===== config.mk =====
export PLATFORM = sky130hd
export DESIGN_NAME = csef_position
export DESIGN_NICKNAME = d
export VERILOG_FILES = /design/src/design/csef_pkg.sv /design/src/design/csef_position.sv
export SDC_FILE = /design/constraint.sdc
export NUM_CORES = 1
export LEC_CHECK = 0
export BUFFER_PORTS_ARGS = -buffer_cell sky130_fd_sc_hd__clkbuf_2
export CAP_MARGIN = 15
export CORE_ASPECT_RATIO = 1.1
export CORE_MARGIN = 2
export CORE_UTILIZATION = 50
export CTS_CLUSTER_DIAMETER = 100
export CTS_CLUSTER_SIZE = 14
export DETAILED_ROUTE_END_ITERATION = 8
export HOLD_SLACK_MARGIN = 0.03
export PLACE_DENSITY = 0.66
export SYNTH_ARGS = -nofsm -noshare
export SYNTH_HDL_FRONTEND = slang
export SYNTH_SLANG_ARGS = --single-unit

===== constraint.sdc =====
create_clock -name clk -period 21.1 [get_ports clk]
set_clock_uncertainty 0.05 [all_clocks]
set_input_delay 3.165 -clock clk [delete_from_list [all_inputs] [get_ports clk]]
set_output_delay 3.165 -clock clk [all_outputs]
set_load 0.01 [all_outputs]

===== src/design/csef_pkg.sv =====
// csef_pkg: shared constants, register codes and window control type
// for the combined sobel edge filter. no dependencies.
`default_nettype none

package csef_pkg;

  localparam int MAX_WIDTH      = 2048;
  localparam int CHANNEL_BITS   = 8;
  localparam int CFG_BITS       = 12;
  localparam int CFG_INDEX_BITS = 1;
  localparam int ROW_BITS       = 12;
  localparam int HEIGHT_LIMIT   = 2048;
  localparam int WIDTH_RESET    = 640;
  localparam int HEIGHT_RESET   = 480;

  typedef enum logic [CFG_INDEX_BITS-1:0] {
    REG_IMAGE_WIDTH  = 1'b0,
    REG_IMAGE_HEIGHT = 1'b1
  } cfg_reg_t;

  // emit and frame end flags and which neighbors lie inside the frame
  typedef struct packed {
    logic emit;
    logic left;
    logic right;
    logic top;
    logic bottom;
    logic frame_end;
  } win_ctl_t;

endpackage

`default_nettype wire


===== src/design/csef_position.sv =====
// csef_position: configuration registers and raster position counters,
// derives the window control for each incoming request. uses csef_pkg.
`default_nettype none

module csef_position #(
  parameter  int MAX_WIDTH = csef_pkg::MAX_WIDTH,
  localparam int COL_W     = $clog2(MAX_WIDTH)
) (
  input  wire logic                                 clk,
  input  wire logic                                 rst,
  input  wire logic                                 wr_en,
  input  wire logic [csef_pkg::CFG_INDEX_BITS-1:0]  wr_index,
  input  wire logic [csef_pkg::CFG_BITS-1:0]        wr_data,
  input  wire logic                                 accept,
  output      csef_pkg::win_ctl_t                   ctl,
  output      logic [COL_W-1:0]                     column
);

  localparam int WID_W = $clog2(MAX_WIDTH + 1);
  localparam int ROW_W = csef_pkg::ROW_BITS;

  logic [csef_pkg::CFG_BITS-1:0] image_width;
  logic [csef_pkg::CFG_BITS-1:0] image_height;
  logic [WID_W-1:0]              w;
  logic [ROW_W-1:0]              h;
  logic [ROW_W-1:0]              h_pad;
  logic [COL_W-1:0]              col;
  logic [COL_W-1:0]              col_next;
  logic [COL_W-1:0]              cx;
  logic [ROW_W-1:0]              row;
  logic [ROW_W-1:0]              row_next;
  logic [ROW_W-1:0]              row_fix;
  logic [ROW_W-1:0]              cy;
  logic                          first;
  logic                          second;

  always_ff @(posedge clk) begin
    if (rst) begin
      image_width  <= csef_pkg::CFG_BITS'(csef_pkg::WIDTH_RESET);
      image_height <= csef_pkg::CFG_BITS'(csef_pkg::HEIGHT_RESET);
    end else if (wr_en) begin
      case (csef_pkg::cfg_reg_t'(wr_index))
        csef_pkg::REG_IMAGE_WIDTH:  image_width  <= wr_data;
        csef_pkg::REG_IMAGE_HEIGHT: image_height <= wr_data;
        default: ;
      endcase
    end
  end

  // effective geometry
  always_comb begin
    if (image_width == '0) begin
      w = WID_W'(1);
    end else if (32'(image_width) > 32'(MAX_WIDTH)) begin
      w = WID_W'(MAX_WIDTH);
    end else begin
      w = WID_W'(image_width);
    end
    if (image_height == '0) begin
      h = ROW_W'(1);
    end else if (32'(image_height) > 32'(csef_pkg::HEIGHT_LIMIT)) begin
      h = ROW_W'(csef_pkg::HEIGHT_LIMIT);
    end else begin
      h = ROW_W'(image_height);
    end
    h_pad = h + ROW_W'(1);
  end

  // position of the arriving request
  always_comb begin
    cx      = col;
    row_fix = row;
    if (WID_W'(col) >= w) begin
      cx      = '0;
      row_fix = row + ROW_W'(1);
    end
    cy = row_fix;
    if (row_fix > h_pad) begin
      cy = '0;
    end
  end

  always_comb begin
    first  = (cx == '0) && (cy >= ROW_W'(2));
    second = (cx != '0) && (cy >= ROW_W'(1)) && (cy <= h);
    ctl.emit      = first || second;
    ctl.left      = first ? (w >= WID_W'(2)) : (cx >= COL_W'(2));
    ctl.right     = second;
    ctl.top       = first ? (cy >= ROW_W'(3)) : (cy >= ROW_W'(2));
    ctl.bottom    = first ? (cy <= h) : (cy < h);
    ctl.frame_end = first && (cy == h_pad);
    column        = cx;
  end

  always_comb begin
    if ((WID_W'(cx) + WID_W'(1)) >= w) begin
      col_next = '0;
      row_next = cy + ROW_W'(1);
    end else begin
      col_next = COL_W'(WID_W'(cx) + WID_W'(1));
      row_next = cy;
    end
    if ((cx == '0) && (cy == h_pad)) begin
      col_next = '0;
      row_next = '0;
    end
  end

  always_ff @(posedge clk) begin
    if (rst) begin
      col <= '0;
      row <= '0;
    end else if (accept) begin
      col <= col_next;
      row <= row_next;
    end
  end

  a_frame_wrap: assert property (@(posedge clk) disable iff (rst)
    accept && ctl.frame_end |=> (col == '0) && (row == '0))
    else $error("position did not wrap after frame end");

  a_frame_end_ctl: assert property (@(posedge clk) disable iff (rst)
    ctl.frame_end |-> ctl.emit && !ctl.right)
    else $error("frame end without last column window");

  a_right_col: assert property (@(posedge clk) disable iff (rst)
    ctl.right |-> ctl.emit && (column != '0))
    else $error("right neighbor flagged at column zero");

endmodule

`default_nettype wire


=== After elaboration in Yosys (flattened, before gate mapping) ===
Cells that the tools add are included.
W data, S select, Z words.

* Register bits: 47
* Input port bits: 17
* Output and inout port bits: 17
* Logic and storage cells: 48

* Add/subtract/negate cells: 4
* $lt $le $gt $ge: 12
* Eq/ne operators: 1
* Muxes and demuxes: 14
* Bitwise operators: 1
* Reduce and logical (&&, ||, !) cells: 12

{| class="wikitable"
|+ Operators with widths
! operator !! count
|-
| $mux W12 || 8
|-
| $add A12 B1 Y12 const B || 3
|-
| $ge A12 B2 Y1 const B || 3
|-
| $mux W11 || 3
|-
| $gt A12 B12 Y1 const B || 2
|-
| $logic_not A12 Y1 || 2
|-
| $add A11 B1 Y12 const B || 1
|-
| $eq A12 B12 Y1 || 1
|-
| $ge A11 B12 Y1 || 1
|-
| $ge A12 B1 Y1 const B || 1
|-
| $ge A12 B12 Y1 || 1
|-
| $gt A12 B12 Y1 || 1
|-
| $le A12 B12 Y1 || 1
|-
| $lt A12 B12 Y1 || 1
|-
| $ge A11 B2 Y1 const B || 1
|-
| $logic_not A11 Y1 || 1
|-
| $reduce_bool A11 Y1 || 1
|-
| $logic_and A1 B1 Y1 || 5
|-
| $reduce_and A2 Y1 || 2
|-
| $mux W1 || 3
|-
| $logic_or A1 B1 Y1 || 1
|-
| $not A1 Y1 || 1
|}

=== Depth between registers and ports, before layout ===
Gate-level depths: netlist of run 1.

* Depth after elaboration: 11
* Mapped depth: 30
* Mapped depth without buffers: 26

=== Worst setup path after synthesis of run 1 ===
Ideal clock, no wire load.

* Kind: reg-to-output
* From: register image_width[5] (netlist name)
* To: output ctl[5] (netlist name)
* Data arrival time: 6.100 ns
* Slack: 11.785 ns
* Stages on the path, launching flop included: 29
* Cells stage by stage: dfxtp_1 > nor4_1 > nand3_1 > a21oi_1 > ha_1 > nand2b_1 > a2111o_1 > a31oi_4 > clkbuf_1 > nand2_1 > xnor2_1 > ha_1 > nor2b_1 > o211ai_1 > a21o_1 > a221oi_2 > clkbuf_1 > clkbuf_1 > nor2_1 > ha_1 > a21o_1 > a21o_1 > a21o_1 > a21o_1 > a21o_1 > a21o_1 > a221oi_1 > nor2_1 > o31ai_1

{| class="wikitable"
|+ RTL lines
! what !! line !! text
|-
| start: declaration || csef_position.sv:22 || <nowiki>logic [csef_pkg::CFG_BITS-1:0] image_width;</nowiki>
|-
| start signal: assignment || csef_position.sv:39 || <nowiki>image_width <= csef_pkg::CFG_BITS'(csef_pkg::WIDTH_RESET);</nowiki>
|-
| start signal: assignment || csef_position.sv:43 || <nowiki>csef_pkg::REG_IMAGE_WIDTH: image_width <= wr_data;</nowiki>
|-
| end: declaration || csef_position.sv:15 || <nowiki>output csef_pkg::win_ctl_t ctl,</nowiki>
|}

==> run metrics, run 1 <==
status finished, final reports clean; post-detail-place hpwl 11400 um; CTS tree yes; routability congestion estimate roughly 0.94; die area 10300 um^2; total number of vias 4740; hold path depth 2; number of flops mapped to enable cells by yosys 0; Leakage 0.00233 uW; WHS Endpoint image_width[0]$_SDFFE_PP0P_; Ports 34; initial antenna violation count 0; synth unique cells 75; CP most frequent cell a21o_1; fillers between 900 and 1000; wirelength, routed between 10000 and 15000 um; Slew Viols, Final 0; warnings from Yosys 0; TritonCTS buffer count 5; Die H 106 um; Setup TNS 0 ns; slowest CP cell a2111o_1; largest family of logic cells by synthesized area simple AND/OR/NAND/NOR gates; Ant. Diodes 0; H-tree depth 2; root buf cell clkbuf_8; Max VDD drop 0.0439 mV; Peak Freq between 90 and 100 MHz; WHS 0.412 ns; #FFs+latches synth 47; prevailing post-synth register cell dfxtp_1; first-pass GRT wire length 22700 um; setup repair bufs after CTS 0; largest net degree at the start of global routing 36; Die W 97.0 um; CP Max Fanout 24; port bufs 33; HP Start image_width[0]$_SDFFE_PP0P_; worst skew pair latency 0.31 ns; initial core utilization about half; xor/xnor share of the synthesized area under 10%; final setup fails 0; maxcap violations 0; Req. time, crit path 17.89 ns; setup repair after global routing missed its margin no; kind of critical path reg2out; Hold Buf Count CTS 0; Vias per Instance about 6.2; Synth Area in Compound Gates 21.8%; FF-to-FF setup slack around 14 ns; pwr dens 42.9 nW/um^2; post-CTS sizing 0; Reg-to-Reg Start image_width[5]$_SDFFE_PP0P_; Tcrit/Tclk final between 40% and 50%; Mapped Cells 631; worst r2r path cells 25; first drt pass iteration count 5; total track usage 27.1%; Fin. Hold Viols 0; Starting DRT DRC Count 306; Max-slew headroom 34.5%; Max Root-Sink Buffers 2; Final ANT Viol Nets 0; Congestion Overflow GR 0; number of global-route vias before repair 4608; Slew @ Worst Pin 0.980 ns; area delta synth->final 6.76%; Nets about 710; cell area after synthesis 4760 um^2; top post-synthesis cells by area dfxtp_1, ha_1, nand2_1; CTS sink count 47; reg2reg end row[3]$_SDFFE_PP0P_; synthesized net count 704; DR WL/cell 18.5 um; ys async rst share 0%; Crit path arrival time 7.11 ns; most frequent cell after synthesis nand2_1; DRC viols 0; share of cells above drive strength 1 10.4%; Critical Path Sink Type output port; post-synthesis mux area share under 10%; Core Rows 37; Synth top area share 19.8%; Post-Synth Simple-Gate Area 29.3%; sequential-to-total area share from yosys stat 19.8%; post-layout min period 10.32 ns; post-synth top area cell dfxtp_1; Core Box Area 9310 um^2; Mapped Avg Cell Area 7.54 um^2; top cells by count, synth nand2_1, ha_1, dfxtp_1, nor2_1, a21oi_1; clk slew on worst S/H paths 0.08 ns; CP peak stage delay 0.50 ns; adder-cell share of the synthesized area 14.7%; Startpoint Class flip-flop; Hold Path Class reg2reg
==> state kept, by name, summed over array words and instances, names as in the netlist <==
name and count:
row 12, col 11, image_height 12, image_width 12
==> cell type report <==
type,count,area (um^2),share of cell area [%]
clock inverters,2,60.1,1.18
multi-input cells,515,3540,69.7
inverters,37,139,2.73
clock buffers,6,72.6,1.43
flip-flops and latches,47,941,18.5
well taps,117,146,2.88
repair buffers,35,180,3.55
==> worst max-delay path: cells and delay by family, from the launching register on <==
family                     cells  cell delay [ns]
adders and majority gates      3             0.91
buffers and inverters          3             0.52
AOI/OAI and AO/OA             16             3.75
xor gates and xnor gates       1             0.47
and+or+nand+nor                5             0.79
DFF                            1             0.33
==> report_power, final <==
group / switching [uW] / internal [uW] / leakage, uW
clock network: 31.8 / 47.4 / 0.0000654
logic: 26.7 / 16.3 / 0.00188
registers: 4.33 / 91.5 / 0.000382
total: 62.9 / 155 / 0.00233
==> per-layer routing <==
metal | global-route usage (%) | vias to the layer above | wire length, um
li1 | - | 2298 | -
met1 | 31.4 | 2211 | 5720
met2 | 47.5 | 171 | 6830
met3 | 3.29 | 60 | 591
met4 | 16.6 | 0 | 871
met5 | 0 | - | 0
==> cells by family (layout without fill, tap and decap cells) <==
logic type                 after synthesis  count (layout)
and+or+nand+nor                        280             280
DFF                                     47              47
xor gates and xnor gates                36              36
AOI/OAI and AO/OA                      138             138
adders and majority gates               56              56
muxes                                    5               5
buffers and inverters                   69              80
==> how the worst max path moves through the flow <==
stage | startpoint | endpoint | cells after the start | slack (ns)
2_1_floorplan | image_width[5]$_SDFFE_PP0P_ | ctl[5] | 28 | 11.79
3_3_place_gp | image_width[5]$_SDFFE_PP0P_ | ctl[5] | 28 | 11.37
3_5_place_dp | image_width[5]$_SDFFE_PP0P_ | ctl[5] | 28 | 11.19
4_1_cts | image_width[5]$_SDFFE_PP0P_ | ctl[5] | 28 | 10.82
5_1_grt | image_width[5]$_SDFFE_PP0P_ | ctl[5] | 28 | 10.19
6_report | image_width[5]$_SDFFE_PP0P_ | ctl[5] | 28 | 10.78
==> cells in the final DEF (no fill, tap or decap), drive strengths merged, types with 3 or more instances in the layout <==
| master | n |
|---|---|
| inv | 36 |
| ha | 56 |
| nand4 | 21 |
| or2 | 6 |
| and3 | 19 |
| a21oi | 46 |
| dfxtp | 47 |
| a2111oi | 3 |
| a211oi | 5 |
| clkbuf | 39 |
| nand2b | 8 |
| a221oi | 4 |
| a32o | 12 |
| xor2 | 8 |
| nor2b | 5 |
| and2 | 6 |
| mux2 | 4 |
| nand3b | 8 |
| a21o | 12 |
| a221o | 3 |
| nor3 | 13 |
| o21ai | 17 |
| nand2 | 98 |
| nand3 | 24 |
| o211a | 3 |
| a22o | 4 |
| nor4 | 13 |
| a31oi | 6 |
| nor3b | 3 |
| xnor2 | 27 |
| nor2 | 47 |
==> per-stage QoR <==
stage / instances / cell area, um^2 / util [%] / total power [uW] / setup WS [ns]
after floorplan: 631 / 4760 / - / 127 / 11.79
after global placement: 751 / 4950 / 53.2 / 139 / 11.37
after detailed placement: 751 / 4950 / 53.2 / 140 / 11.19
after CTS: 759 / 5080 / 54.6 / 219 / 10.82
after global routing: 759 / 5080 / 54.6 / 229 / 10.19
final: 759 / 5080 / 54.6 / 218 / 10.78
No activity file was read; power rests on OpenSTA's default activity.
==> inputs of run 2 (changes only) <==
- PLACE_DENSITY: 0.66 -> 0.69
- clock period: 21.1 -> 9.2 ns (I/O delays scaled with it)
==> run metrics, run 2 (synthesis gave the netlist of run 1 again) <==
Startpoint Class flip-flop; fillers 887; slowest CP cell a2111o_1; gr busiest metal met2; total power draw 481 uW; post-detail-place hpwl between 10000 and 15000 um; total track usage 27.1%; Fin. Hold Viols 0; HP Start image_width[0]$_SDFFE_PP0P_; first drt pass iteration count 5; most common cell after layout, fill and taps aside nand2_1; critical path's top delay family compound AO/OA/AOI/OAI gates; routability congestion estimate between 1 and 1.5; CP most frequent cell a21o_1; Nets a little over 700; status finished, final reports clean; Die W a little under 100 um; Core Rows 37; reg2reg end row[9]$_SDFFE_PP0P_; Final ANT Viol Nets 0; clk slew on worst S/H paths 0.08 ns; worst r2r path cells 25; Hold Buf Count CTS 0; Req. time, crit path 7.77 ns; Slew @ Worst Pin 0.967 ns; DP Cell Count 751; Hold Path Class reg2reg; CP Max Fanout 24; total number of vias 4724; CTS tree yes; kind of critical path reg2out; Max VDD drop 0.0923 mV; Congestion Overflow GR 0; post-CTS sizing 0; Reg-to-Reg Start image_width[5]$_SDFFE_PP0P_; DR WL/cell approximately 18 um; Starting DRT DRC Count 333; worst skew pair latency 0.31 ns; met1 usage 32.1%; WHS Endpoint image_width[0]$_SDFFE_PP0P_; Ant. Diodes 0; Top Registers image_height (12), image_width (12), row (12); Ports 34; final setup fails 0; most frequent cells in the layout nand2_1, ha_1, nor2_1, dfxtp_1, a21oi_1; fin cells 759; WP buf/inv 3; hold path depth 2; TritonCTS buffer count 5; CTS sink count 47; FF-to-FF setup slack 2.51 ns; setup repair bufs after CTS 0; Crit path arrival time 7.14 ns; maxcap violations 0; Die H around 110 um; Max-slew headroom 35.3%; Leakage 0.00233 uW; setup repair after global routing missed its margin no; Max Root-Sink Buffers 2; initial antenna violation count 0; H-tree depth 2; Peak Freq 117 MHz; Critical Path Sink Type output port; CP peak stage delay 0.49 ns; initial core utilization about half; root buf cell clkbuf_8; Tcrit/Tclk final 93.2%; share of cells above drive strength 1 10.6%; port bufs 33; Core Box Area 9310 um^2; DRC viols 0; largest net degree at the start of global routing 36; pwr dens 94.9 nW/um^2; Vias per Instance 6.22; M3 GR Usage 2.83%; GRT met2 Usage 47.7%; area delta synth->final 6.44%; Setup TNS 0 ns; first-pass GRT wire length 22600 um; post-layout min period between 8 and 9 ns; Slew Viols, Final 0; die area 10300 um^2; wirelength, routed between 10000 and 15000 um; number of global-route vias before repair 4591
run 2: changes by cell type in the layout (fill, tap and decap cells not counted):
cell,previous run,this run
clkbuf_8,5,6
clkinv_2,0,1
bufinv_16,2,1
clkbuf_1,1,0
run 2: worst max path at each step:
| stage | startpoint | to | slack [ns] | cells past startpoint |
|---|---|---|---|---|
| floorplan | image_width[5]$_SDFFE_PP0P_ | ctl[5] | 1.67 | 28 |
| global placement | image_width[5]$_SDFFE_PP0P_ | ctl[5] | 1.23 | 28 |
| detailed placement | image_width[5]$_SDFFE_PP0P_ | ctl[5] | 1.03 | 28 |
| CTS | image_width[5]$_SDFFE_PP0P_ | ctl[5] | 0.66 | 28 |
| global route | image_width[5]$_SDFFE_PP0P_ | ctl[5] | 0.14 | 27 |
| finish | image_width[5]$_SDFFE_PP0P_ | ctl[5] | 0.63 | 28 |
run 2: power by group:
part           internal [uW]  leakage, uW  switching (uW)
clock                   88.1    0.0000612            74.2
sequential               210     0.000382            9.72
combinational           37.3      0.00188            61.8
total                    335      0.00233             146
run 2: metrics by stage:
step	worst slack [ns]	utilization [%]	cell area [um^2]	hold WS [ns]
after detailed placement	1.03	53.2	4950	0.412
after global placement	1.23	53.2	4950	0.399
after global routing	0.139	54.4	5070	0.452
after floorplan	1.67	-	4760	0.386
final	0.627	54.4	5070	0.420
after CTS	0.661	54.4	5070	0.424
run 2: area by class of cell:
class	count	area (um^2)	area share [%]
repair buffers	35	180	3.56
inverters	37	139	2.74
clock inverters	2	35.0	0.692
clock buffers	6	82.6	1.63
well taps	117	146	2.89
flip-flops and latches	47	941	18.6
multi-input cells	515	3540	69.9
run 2: worst reg2reg max path, cell delays in order, from the launching register on:
cell and delay [ns]:
dfxtp_1 0.33, nor4_1 0.33, nand3_1 0.16, a21oi_1 0.23
ha_1 0.26, nand2b_1 0.14, a2111o_1 0.49, a31oi_4 0.49
a211oi_1 0.18, xnor2_1 0.49, inv_1 0.14, ha_1 0.22
a21oi_1 0.15, o21a_1 0.18, o211a_2 0.21, a221oi_2 0.06
buf_4 0.23, nor2_1 0.31, inv_1 0.15, ha_1 0.36
a221o_1 0.28, a21oi_1 0.12, and4b_1 0.22, and4_1 0.25
nand4_4 0.24, a32o_1 0.32
run 2: layer usage:
layer,vias to the layer above,wire length [um]
met1,2205,5550
met4,0,668
met3,44,716
met5,-,0
li1,2304,-
met2,171,6960
